File: config.mk
export PLATFORM = sky130hd
export DESIGN_NAME = argb_unpremultiply_to_rgba_unit
export DESIGN_NICKNAME = d
export VERILOG_FILES = /design/src/rtl/core/argb_unp_pkg.sv /design/src/rtl/core/argb_unp_front.sv /design/src/rtl/core/argb_unp_queue.sv /design/src/rtl/core/argb_unp_back.sv /design/src/rtl/core/argb_unpremultiply_to_rgba_unit.sv
export SDC_FILE = /design/constraint.sdc
export NUM_CORES = 2
export LEC_CHECK = 0
export ABC_CLOCK_PERIOD_IN_PS = 22100
export CAP_MARGIN = 30
export CORE_AREA = 4 4 288 290
export DETAILED_ROUTE_END_ITERATION = 8
export DIE_AREA = 0 0 292 294
export DONT_BUFFER_PORTS = 1
export PLACE_DENSITY = 0.64
export SLEW_MARGIN = 15
export SYNTH_ARGS = -nofsm -noshare
export SYNTH_HDL_FRONTEND = slang
export SYNTH_SLANG_ARGS = --single-unit
File: constraint.sdc
create_clock -name i_clk -period 22.1 [get_ports i_clk]
set_input_delay 3.315 -clock i_clk [delete_from_list [all_inputs] [get_ports i_clk]]
set_output_delay 3.315 -clock i_clk [all_outputs]
set_load 0.02 [all_outputs]
File: src/rtl/core/argb_unp_pkg.sv
// ============================================================================
// ARGB unpremultiply package
// Types, constants and the shared divide step for the unpremultiply unit.
// ============================================================================
package argb_unp_pkg;

    // Fixed widths and constants of the pixel format.
    localparam int unsigned   CH_W       = 8;
    localparam int unsigned   NUM_LANES  = 3;
    localparam int unsigned   DIV_STEPS  = CH_W;
    localparam logic [7:0]    FULL_ALPHA = 8'hFF;
    localparam logic [23:0]   BG_RESET   = 24'hFFFFFF;

    // Register indexes of the configuration port.
    localparam logic          REG_BACKGROUND = 1'b0;

    // One input beat.
    typedef struct packed {
        logic [7:0] alpha_in;
        logic [7:0] red_in;
        logic [7:0] green_in;
        logic [7:0] blue_in;
        logic       last_in;
    } t_in_item;

    // One output beat.
    typedef struct packed {
        logic [7:0] red_out;
        logic [7:0] green_out;
        logic [7:0] blue_out;
        logic [7:0] alpha_out;
        logic       last_out;
    } t_out_item;

    // Pixel classes by alpha.
    typedef enum logic [1:0] {
        PIX_OPAQUE,
        PIX_CLEAR,
        PIX_BLEND
    } t_pix_class;

    // One color lane on its way through the divider. When div is low the
    // bits field already holds the final channel value. When div is high,
    // rem holds the partial remainder and bits holds the dividend bits not
    // yet consumed, with quotient bits shifting in from the bottom.
    typedef struct packed {
        logic       div;
        logic [7:0] rem;
        logic [7:0] bits;
    } t_lane;

    // One classified pixel as it sits in the queue and the divider.
    typedef struct packed {
        logic                         last;
        logic [7:0]                   alpha;
        t_lane [NUM_LANES-1:0]        lanes;
    } t_entry;

    // One restoring division step: brings down one dividend bit and
    // produces one quotient bit.
    function automatic t_lane div_step(input t_lane l, input logic [7:0] d);
        logic [8:0] trial;
        t_lane      r;
        r     = l;
        trial = {l.rem, l.bits[7]};
        if (l.div) begin
            if (trial >= {1'b0, d}) begin
                r.rem  = 8'(trial - {1'b0, d});
                r.bits = {l.bits[6:0], 1'b1};
            end else begin
                r.rem  = trial[7:0];
                r.bits = {l.bits[6:0], 1'b0};
            end
        end
        return r;
    endfunction

endpackage

File: src/rtl/core/argb_unp_front.sv
// ============================================================================
// ARGB unpremultiply front end
// Accepts input beats and classifies each pixel by alpha into a queue entry.
// ============================================================================
module argb_unp_front
    import argb_unp_pkg::*;
(
    input  logic        i_valid,
    input  t_in_item    i_item,
    input  logic [23:0] i_background,
    input  logic        i_queue_full,
    output logic        o_stall,
    output logic        o_push,
    output t_entry      o_entry
);

    t_pix_class             w_class;
    logic [7:0]             w_chan [NUM_LANES];
    logic [7:0]             w_bg   [NUM_LANES];
    logic [15:0]            w_prod [NUM_LANES];

    // A beat is taken whenever the queue has room.
    assign o_stall = i_queue_full;
    assign o_push  = i_valid & ~i_queue_full;

    // Lane order: index 2 is red, 1 is green, 0 is blue.
    assign w_chan[2] = i_item.red_in;
    assign w_chan[1] = i_item.green_in;
    assign w_chan[0] = i_item.blue_in;
    assign w_bg[2]   = i_background[23:16];
    assign w_bg[1]   = i_background[15:8];
    assign w_bg[0]   = i_background[7:0];

    // Classify the pixel by its alpha.
    always_comb begin
        if (i_item.alpha_in == FULL_ALPHA) begin
            w_class = PIX_OPAQUE;
        end else if (i_item.alpha_in == '0) begin
            w_class = PIX_CLEAR;
        end else begin
            w_class = PIX_BLEND;
        end
    end

    // Build each lane: pass-through, background, saturation or a division
    // of 255 * c by alpha. In a blend, a channel at or above alpha saturates.
    always_comb begin
        o_entry.last  = i_item.last_in;
        o_entry.alpha = i_item.alpha_in;
        for (int i = 0; i < NUM_LANES; i++) begin
            w_prod[i] = {w_chan[i], 8'h00} - {8'h00, w_chan[i]};
            o_entry.lanes[i].div  = 1'b0;
            o_entry.lanes[i].rem  = '0;
            o_entry.lanes[i].bits = w_chan[i];
            case (w_class)
                PIX_OPAQUE: begin
                    o_entry.lanes[i].bits = w_chan[i];
                end
                PIX_CLEAR: begin
                    o_entry.lanes[i].bits = w_bg[i];
                end
                PIX_BLEND: begin
                    if (w_chan[i] >= i_item.alpha_in) begin
                        o_entry.lanes[i].bits = FULL_ALPHA;
                    end else begin
                        o_entry.lanes[i].div  = 1'b1;
                        o_entry.lanes[i].rem  = w_prod[i][15:8];
                        o_entry.lanes[i].bits = w_prod[i][7:0];
                    end
                end
                default: begin
                    o_entry.lanes[i].bits = w_chan[i];
                end
            endcase
        end
    end

endmodule

File: src/rtl/core/argb_unp_queue.sv
// ============================================================================
// ARGB unpremultiply queue
// Short register queue that decouples the front end from the divider.
// ============================================================================
module argb_unp_queue
    import argb_unp_pkg::*;
#(
    parameter int unsigned DEPTH = 4
)(
    input  logic                       i_clk,
    input  logic                       i_rst_n,
    input  logic                       i_push,
    input  t_entry                     i_entry,
    input  logic                       i_pop,
    output t_entry                     o_head,
    output logic                       o_empty,
    output logic                       o_full,
    output logic [$clog2(DEPTH+1)-1:0] o_count
);

    localparam int unsigned AW = (DEPTH > 1) ? $clog2(DEPTH) : 1;
    localparam int unsigned CW = $clog2(DEPTH + 1);

    t_entry         r_mem [DEPTH];
    logic [AW-1:0]  r_wr_ptr, n_wr_ptr;
    logic [AW-1:0]  r_rd_ptr, n_rd_ptr;
    logic [CW-1:0]  r_count,  n_count;

    assign o_empty = (r_count == '0);
    assign o_full  = (r_count == CW'(DEPTH));
    assign o_count = r_count;
    assign o_head  = r_mem[r_rd_ptr];

    // Pointer and count update with explicit wrap.
    always_comb begin
        n_wr_ptr = r_wr_ptr;
        n_rd_ptr = r_rd_ptr;
        n_count  = r_count;
        if (i_push) begin
            n_wr_ptr = (r_wr_ptr == AW'(DEPTH - 1)) ? '0 : AW'(r_wr_ptr + 1'b1);
        end
        if (i_pop) begin
            n_rd_ptr = (r_rd_ptr == AW'(DEPTH - 1)) ? '0 : AW'(r_rd_ptr + 1'b1);
        end
        if (i_push && !i_pop) begin
            n_count = CW'(r_count + 1'b1);
        end else if (!i_push && i_pop) begin
            n_count = CW'(r_count - 1'b1);
        end
    end

    always_ff @(posedge i_clk) begin
        if (!i_rst_n) begin
            r_wr_ptr <= '0;
            r_rd_ptr <= '0;
            r_count  <= '0;
        end else begin
            r_wr_ptr <= n_wr_ptr;
            r_rd_ptr <= n_rd_ptr;
            r_count  <= n_count;
        end
    end

    // Entry storage.
    always_ff @(posedge i_clk) begin
        if (i_push) begin
            r_mem[r_wr_ptr] <= i_entry;
        end
    end

endmodule

File: src/rtl/core/argb_unp_back.sv
// ============================================================================
// ARGB unpremultiply back end
// Pipelined restoring divider, one quotient bit per stage, and output register.
// ============================================================================
module argb_unp_back
    import argb_unp_pkg::*;
(
    input  logic      i_clk,
    input  logic      i_rst_n,
    input  t_entry    i_head,
    input  logic      i_empty,
    output logic      o_pop,
    output logic      o_out_valid,
    input  logic      i_out_stall,
    output t_out_item o_out_data
);

    logic       r_vld [DIV_STEPS];
    t_entry     r_stg [DIV_STEPS];
    t_entry     w_stg_in [DIV_STEPS];
    logic       w_vld_in [DIV_STEPS];
    logic       w_adv;
    logic       r_out_vld;
    t_out_item  r_out;

    // The whole pipeline moves whenever the output register can take a beat.
    assign w_adv = ~r_out_vld | ~i_out_stall;
    assign o_pop = w_adv & ~i_empty;

    // Each stage applies one division step to all three lanes.
    always_comb begin
        for (int s = 0; s < DIV_STEPS; s++) begin
            if (s == 0) begin
                w_stg_in[s] = i_head;
                w_vld_in[s] = ~i_empty;
            end else begin
                w_stg_in[s] = r_stg[s-1];
                w_vld_in[s] = r_vld[s-1];
            end
            for (int l = 0; l < NUM_LANES; l++) begin
                w_stg_in[s].lanes[l] = div_step(w_stg_in[s].lanes[l], w_stg_in[s].alpha);
            end
        end
    end

    always_ff @(posedge i_clk) begin
        if (!i_rst_n) begin
            for (int s = 0; s < DIV_STEPS; s++) begin
                r_vld[s] <= 1'b0;
            end
            r_out_vld <= 1'b0;
        end else if (w_adv) begin
            for (int s = 0; s < DIV_STEPS; s++) begin
                r_vld[s] <= w_vld_in[s];
            end
            r_out_vld <= r_vld[DIV_STEPS-1];
        end
    end

    // Stage payloads and the output beat.
    always_ff @(posedge i_clk) begin
        if (w_adv) begin
            for (int s = 0; s < DIV_STEPS; s++) begin
                r_stg[s] <= w_stg_in[s];
            end
            r_out.red_out   <= r_stg[DIV_STEPS-1].lanes[2].bits;
            r_out.green_out <= r_stg[DIV_STEPS-1].lanes[1].bits;
            r_out.blue_out  <= r_stg[DIV_STEPS-1].lanes[0].bits;
            r_out.alpha_out <= FULL_ALPHA;
            r_out.last_out  <= r_stg[DIV_STEPS-1].last;
        end
    end

    assign o_out_valid = r_out_vld;
    assign o_out_data  = r_out;

endmodule

File: src/rtl/core/argb_unpremultiply_to_rgba_unit.sv
// ============================================================================
// ARGB unpremultiply to RGBA unit
// Converts premultiplied ARGB8888 pixels to opaque RGBA8888 pixels.
// ============================================================================
// The unit takes one pixel beat per clock and gives one result beat per clock
// in steady state while the output is not stalled. Each pixel is classified
// as it enters a small queue (QUEUE_DEPTH entries), then passes through the
// divider pipeline that forms floor(255 * c / alpha) one quotient bit per
// stage for all three color channels, then through the output register.
// Fully opaque pixels pass their colors, fully transparent pixels take the
// background register, and in other pixels channels at or above alpha
// saturate at 255. Output alpha is always 255 and the last marker follows
// its pixel. The input stalls only when the queue is full.
module argb_unpremultiply_to_rgba_unit
    import argb_unp_pkg::*;
#(
    parameter int unsigned QUEUE_DEPTH = 4
)(
    input  logic        i_clk,
    input  logic        i_rst_n,
    // Pixel input.
    input  logic        i_in_valid,
    output logic        o_in_stall,
    input  t_in_item    i_in_data,
    // Pixel output.
    output logic        o_out_valid,
    input  logic        i_out_stall,
    output t_out_item   o_out_data,
    // Configuration port.
    input  logic        psel,
    input  logic        penable,
    input  logic        pwrite,
    input  logic [2:0]  paddr,
    input  logic [31:0] pwdata,
    output logic [31:0] prdata,
    output logic        pready
);

    logic [23:0]                      r_background;
    logic                             w_cfg_wr;
    logic                             w_push;
    logic                             w_pop;
    t_entry                           w_entry;
    t_entry                           w_head;
    logic                             w_empty;
    logic                             w_full;
    logic [$clog2(QUEUE_DEPTH+1)-1:0] w_count;

    // Background register, word-addressed.
    assign pready   = 1'b1;
    assign w_cfg_wr = psel & penable & pwrite & (paddr[2] == REG_BACKGROUND);
    assign prdata   = (paddr[2] == REG_BACKGROUND) ? {8'h00, r_background} : '0;

    always_ff @(posedge i_clk) begin
        if (!i_rst_n) begin
            r_background <= BG_RESET;
        end else if (w_cfg_wr) begin
            r_background <= pwdata[23:0];
        end
    end

    // Front end: accept and classify.
    argb_unp_front u_front (
        .i_valid      (i_in_valid),
        .i_item       (i_in_data),
        .i_background (r_background),
        .i_queue_full (w_full),
        .o_stall      (o_in_stall),
        .o_push       (w_push),
        .o_entry      (w_entry)
    );

    // Queue between front and back.
    argb_unp_queue #(
        .DEPTH (QUEUE_DEPTH)
    ) u_queue (
        .i_clk   (i_clk),
        .i_rst_n (i_rst_n),
        .i_push  (w_push),
        .i_entry (w_entry),
        .i_pop   (w_pop),
        .o_head  (w_head),
        .o_empty (w_empty),
        .o_full  (w_full),
        .o_count (w_count)
    );

    // Back end: divide and deliver.
    argb_unp_back u_back (
        .i_clk       (i_clk),
        .i_rst_n     (i_rst_n),
        .i_head      (w_head),
        .i_empty     (w_empty),
        .o_pop       (w_pop),
        .o_out_valid (o_out_valid),
        .i_out_stall (i_out_stall),
        .o_out_data  (o_out_data)
    );

    // Every delivered pixel is opaque.
    a_out_opaque: assert property (@(posedge i_clk) disable iff (!i_rst_n)
        o_out_valid |-> (o_out_data.alpha_out == FULL_ALPHA))
        else $error("output pixel is not opaque");

    // The queue never holds more than its depth.
    a_queue_bound: assert property (@(posedge i_clk) disable iff (!i_rst_n)
        w_count <= ($clog2(QUEUE_DEPTH+1))'(QUEUE_DEPTH))
        else $error("queue count exceeds depth");

    // The input can only start stalling after a beat went into the queue.
    a_stall_cause: assert property (@(posedge i_clk) disable iff (!i_rst_n)
        $rose(o_in_stall) |-> $past(w_push))
        else $error("input stall rose without a push");

endmodule

==> flow_metrics.py <==
metrics = {
    "run_status": {
        "status": "completed",
    },
    "global_routing": {
        "grt_remaining_overflow": 0,
        "grt_pass1_vias": 25200,
        "grtUsageTotal_pct": 18.9,
        "grt_pass1_wl_um": 131000,
        "grt_max_degree": 96,
        "grt_antenna_before_repair": 0,
    },
    "yosys": {
        "syn-mean-instance-area_um2": 12.4,
        "synth_warnings": 0,
        "synth.area.mux_share_pct": 10.0,
        "synth_top_family_by_area": "compound AO/OA/AOI/OAI gates",
        "ys.flop_type": "edfxtp_1",
        "synth_edf_count": 713,
        "synth_xor_area_share_pct": 2.04,
        "synth_cell_types": 77,
        "synth_compound_area_share_pct": 10.7,
        "yosys.area_share.adder_pct": 8.14,
        "synth-simple-area-share_pct": 10.4,
        "synthesis.area_um2": 40000,
        "syn-instance-count": 3216,
        "synth_seq_cells": 752,
        "ys_seq_area_share_pct": 55.5,
        "synthArstFlopShare_pct": 0,
    },
    "power_and_ir_drop": {
        "irDropWorstVdd_mv": 0.0725,
        "p_total_mw": 8.07,
        "powerDensity_nw_per_um2": 184,
        "power_leakage_nw": 16.6,
    },
    "floorplanning": {
        "rows": 104,
        "die-area_um2": 85800,
        "die_x_um": 292,
        "io_pins": 143,
        "initial_utilization_pct": 49.8,
        "core_um2": 80300,
        "die_h_um": 294,
    },
    "clock_tree": {
        "cts.htree.levels": 3,
        "cts_made_buffers": 84,
        "cts.path.max_buffers": 3,
        "cts-root-buf": "clkbuf_16",
        "cts_tree": "built",
        "ctsResizeCount": 0,
        "cts_hold_buf": 0,
        "clkSlewWorstSetupHoldPaths_ps": 60,
        "cts.sinks": 752,
        "post-cts-setup-buffer-count": 0,
        "clock_latency_ps": 630,
    },
    "timing": {
        "finalHoldViolCount": 0,
        "tns_ps": 0,
        "slew_viol_final": 0,
        "period_needed_ps": 6970,
        "finalSetupViolCount": 0,
        "fmax_mhz": 144,
        "period_share_pct": 31.5,
        "rsz0062_at_grt": "false",
        "tightestPinTransition_ps": 967,
        "relSlewSlack_pct": 35.5,
        "clock_skew_ps": 20.8,
    },
    "setup_path": {
        "critical-path-slowest-cell": "nor2b_1",
        "cp_top_family": "simple AND/OR/NAND/NOR gates",
        "cp_data_required_time_ps": 18780,
        "path_cells": "nor2b_1",
        "arrival_ps": 3650,
        "cpPeakStageDelay_ps": 330,
        "end_kind": "output pin",
        "r2r_cells": 9,
        "crit_type": "in -> out",
        "cp.buffers_inverters": 0,
        "r2r_slack_ps": 17650,
        "worstSetupStartpointType": "primary input",
        "critPathMaxFanout": 26,
        "worst_r2r_endpoint": "u_back.r_stg[0][17]",
    },
    "placement": {
        "dpl.hpwl_um": 59200,
        "gp_congestion": 0.968,
        "port_buffers": 0,
    },
    "cells_and_area": {
        "fin_nets": 3529,
        "area.growth.synth_to_final_pct": 9.73,
        "antennaDiodeCount": 0,
        "layout-drive-gt1-share_pct": 12.8,
        "fillers": 6595,
    },
    "min_path": {
        "worstHoldPathCells": 0,
        "hold_start": "u_back.r_stg[6][59]",
        "min_to": "u_back.r_stg[7][59]",
        "hold_path_class": "reg -> reg",
    },
    "route": {
        "ant_nets": 0,
        "drc": 0,
        "wl_um": 82000,
        "via_per_inst": 5.64,
        "drt-pass1-iter-count": 7,
        "vias": 24500,
        "initialDrtViolationCount": 1400,
        "drt-wirelength-per-cell_um": 18.9,
    },
    "flow_run": {
        "maxCapViolCount": 0,
    },
}
-- report_power, final --
part / internal (mW) / total, mW / switching (mW)
Clock: 0.868 / 1.42 / 0.554
Sequential: 2.35 / 2.83 / 0.481
Combinational: 1.82 / 3.82 / 2.00
Total: 5.04 / 8.07 / 3.03
-- routing by layer --
layer  global-route usage, %  wire length (um)  vias up
met5                       0                 0        -
met4                    8.50              3620        0
met3                    2.98              3520      198
met2                    35.1             42500      559
met1                    21.5             32300    11600
li1                        -                 -    12100
-- per-stage QoR --
step | hold WS, ps | utilization [%] | setup slack [ps] | instance area [um^2] | cells
finish | 417 | 54.6 | 15130 | 43900 | 4336
global route | 423 | 54.6 | 15100 | 43900 | 4336
CTS | 419 | 54.5 | 15140 | 43700 | 4330
detailed placement | 405 | 50.9 | 15140 | 40900 | 4175
global placement | 403 | 50.9 | 15130 | 40900 | 4174
floorplan | 400 | - | 6120 | 40000 | 3231
-- state kept, by name (all words and copies together) (netlist names), named ones only --
signal and flops:
u_queue.r_mem 240, u_back.r_stg 445, r_background 24, u_back.r_vld 8
u_queue.r_wr_ptr 2, u_queue.r_rd_ptr 2, u_back.o_out_valid 1, u_queue.o_count 3
u_back.o_out_data 25
-- kinds of logic (layout without fill, tap and decap cells) --
| group | after synthesis | count (layout) |
|---|---|---|
| AOI/OAI and AO/OA | 675 | 675 |
| xor gates and xnor gates | 93 | 93 |
| adders and majority gates | 247 | 247 |
| buffers and inverters | 303 | 348 |
| DFF | 752 | 752 |
| muxes | 306 | 306 |
| other | 2 | 17 |
| and+or+nand+nor | 838 | 838 |
-- placed cells by master, fill, tap and decap left out, types with 22 or more instances in the layout --
cell type / instances
nand3_1: 63
dfxtp_1: 37
mux2_2: 157
and3_1: 26
o21ai_0: 156
nor3_1: 48
edfxtp_1: 713
mux4_2: 56
ha_1: 225
mux2i_1: 86
xnor2_1: 60
or2_2: 24
inv_1: 161
nand4_1: 22
buf_4: 26
a21oi_1: 188
a21o_1: 34
a31oi_1: 74
nand2_1: 206
clkbuf_16: 87
nor2b_1: 104
xor2_1: 33
fa_1: 22
nor2_1: 216
nand2b_1: 48
o21a_1: 39
-- cell type report --
class	instances	area (um^2)	area share (%)
clock buffer	104	2260	5.15
clock inverter	51	588	1.34
inverter	162	616	1.40
multi-input combinational	2176	16600	37.8
sequential	752	22200	50.6
tap	1060	1330	3.02
timing repair buffer	31	304	0.693
-- cell usage after synthesis, types with 12 or more instances --
cell      instances  share of area, %
edfxtp_1        713                54
ha_1            225               7.0
nor2_1          216               2.0
nand2_1         206               1.9
a21oi_1         188               2.4
inv_1           162               1.5
mux2_2          157               4.4
o21ai_0         156               2.0
nor2b_1         104               1.6
mux2i_1          86               2.2
clkbuf_1         80              0.75
a31oi_1          74               1.2
nand3_1          63              0.79
xnor2_1          60               1.3
mux4_2           56               3.2
nand2b_1         48              0.75
nor3_1           48              0.60
dfxtp_1          39               2.0
o21a_1           39              0.73
a21o_1           34              0.64
xor2_1           33              0.72
buf_2            31              0.39
and3_1           26              0.41
or2_2            24              0.38
fa_1             22               1.1
nand4_1          22              0.34
a211o_1          19              0.42
buf_4            19              0.36
a221o_1          18              0.45
or3_1            18              0.28
o221ai_1         16              0.35
nor4_1           15              0.23
o211ai_1         14              0.26
and2_1           13              0.20
o31a_1           12              0.26
o32ai_1          12              0.26
-- how the worst max path moves through the flow --
stage,cells past startpoint,slack (ps),to,startpoint
after floorplan,10,6120,u_queue.o_count[2],i_out_stall
after global placement,1,15130,prdata[3],paddr[2]
after detailed placement,1,15140,prdata[20],paddr[2]
after CTS,1,15140,prdata[20],paddr[2]
after global routing,1,15100,prdata[20],paddr[2]
final,1,15130,prdata[2],paddr[2]
Power figures use the tool's default switching activity.
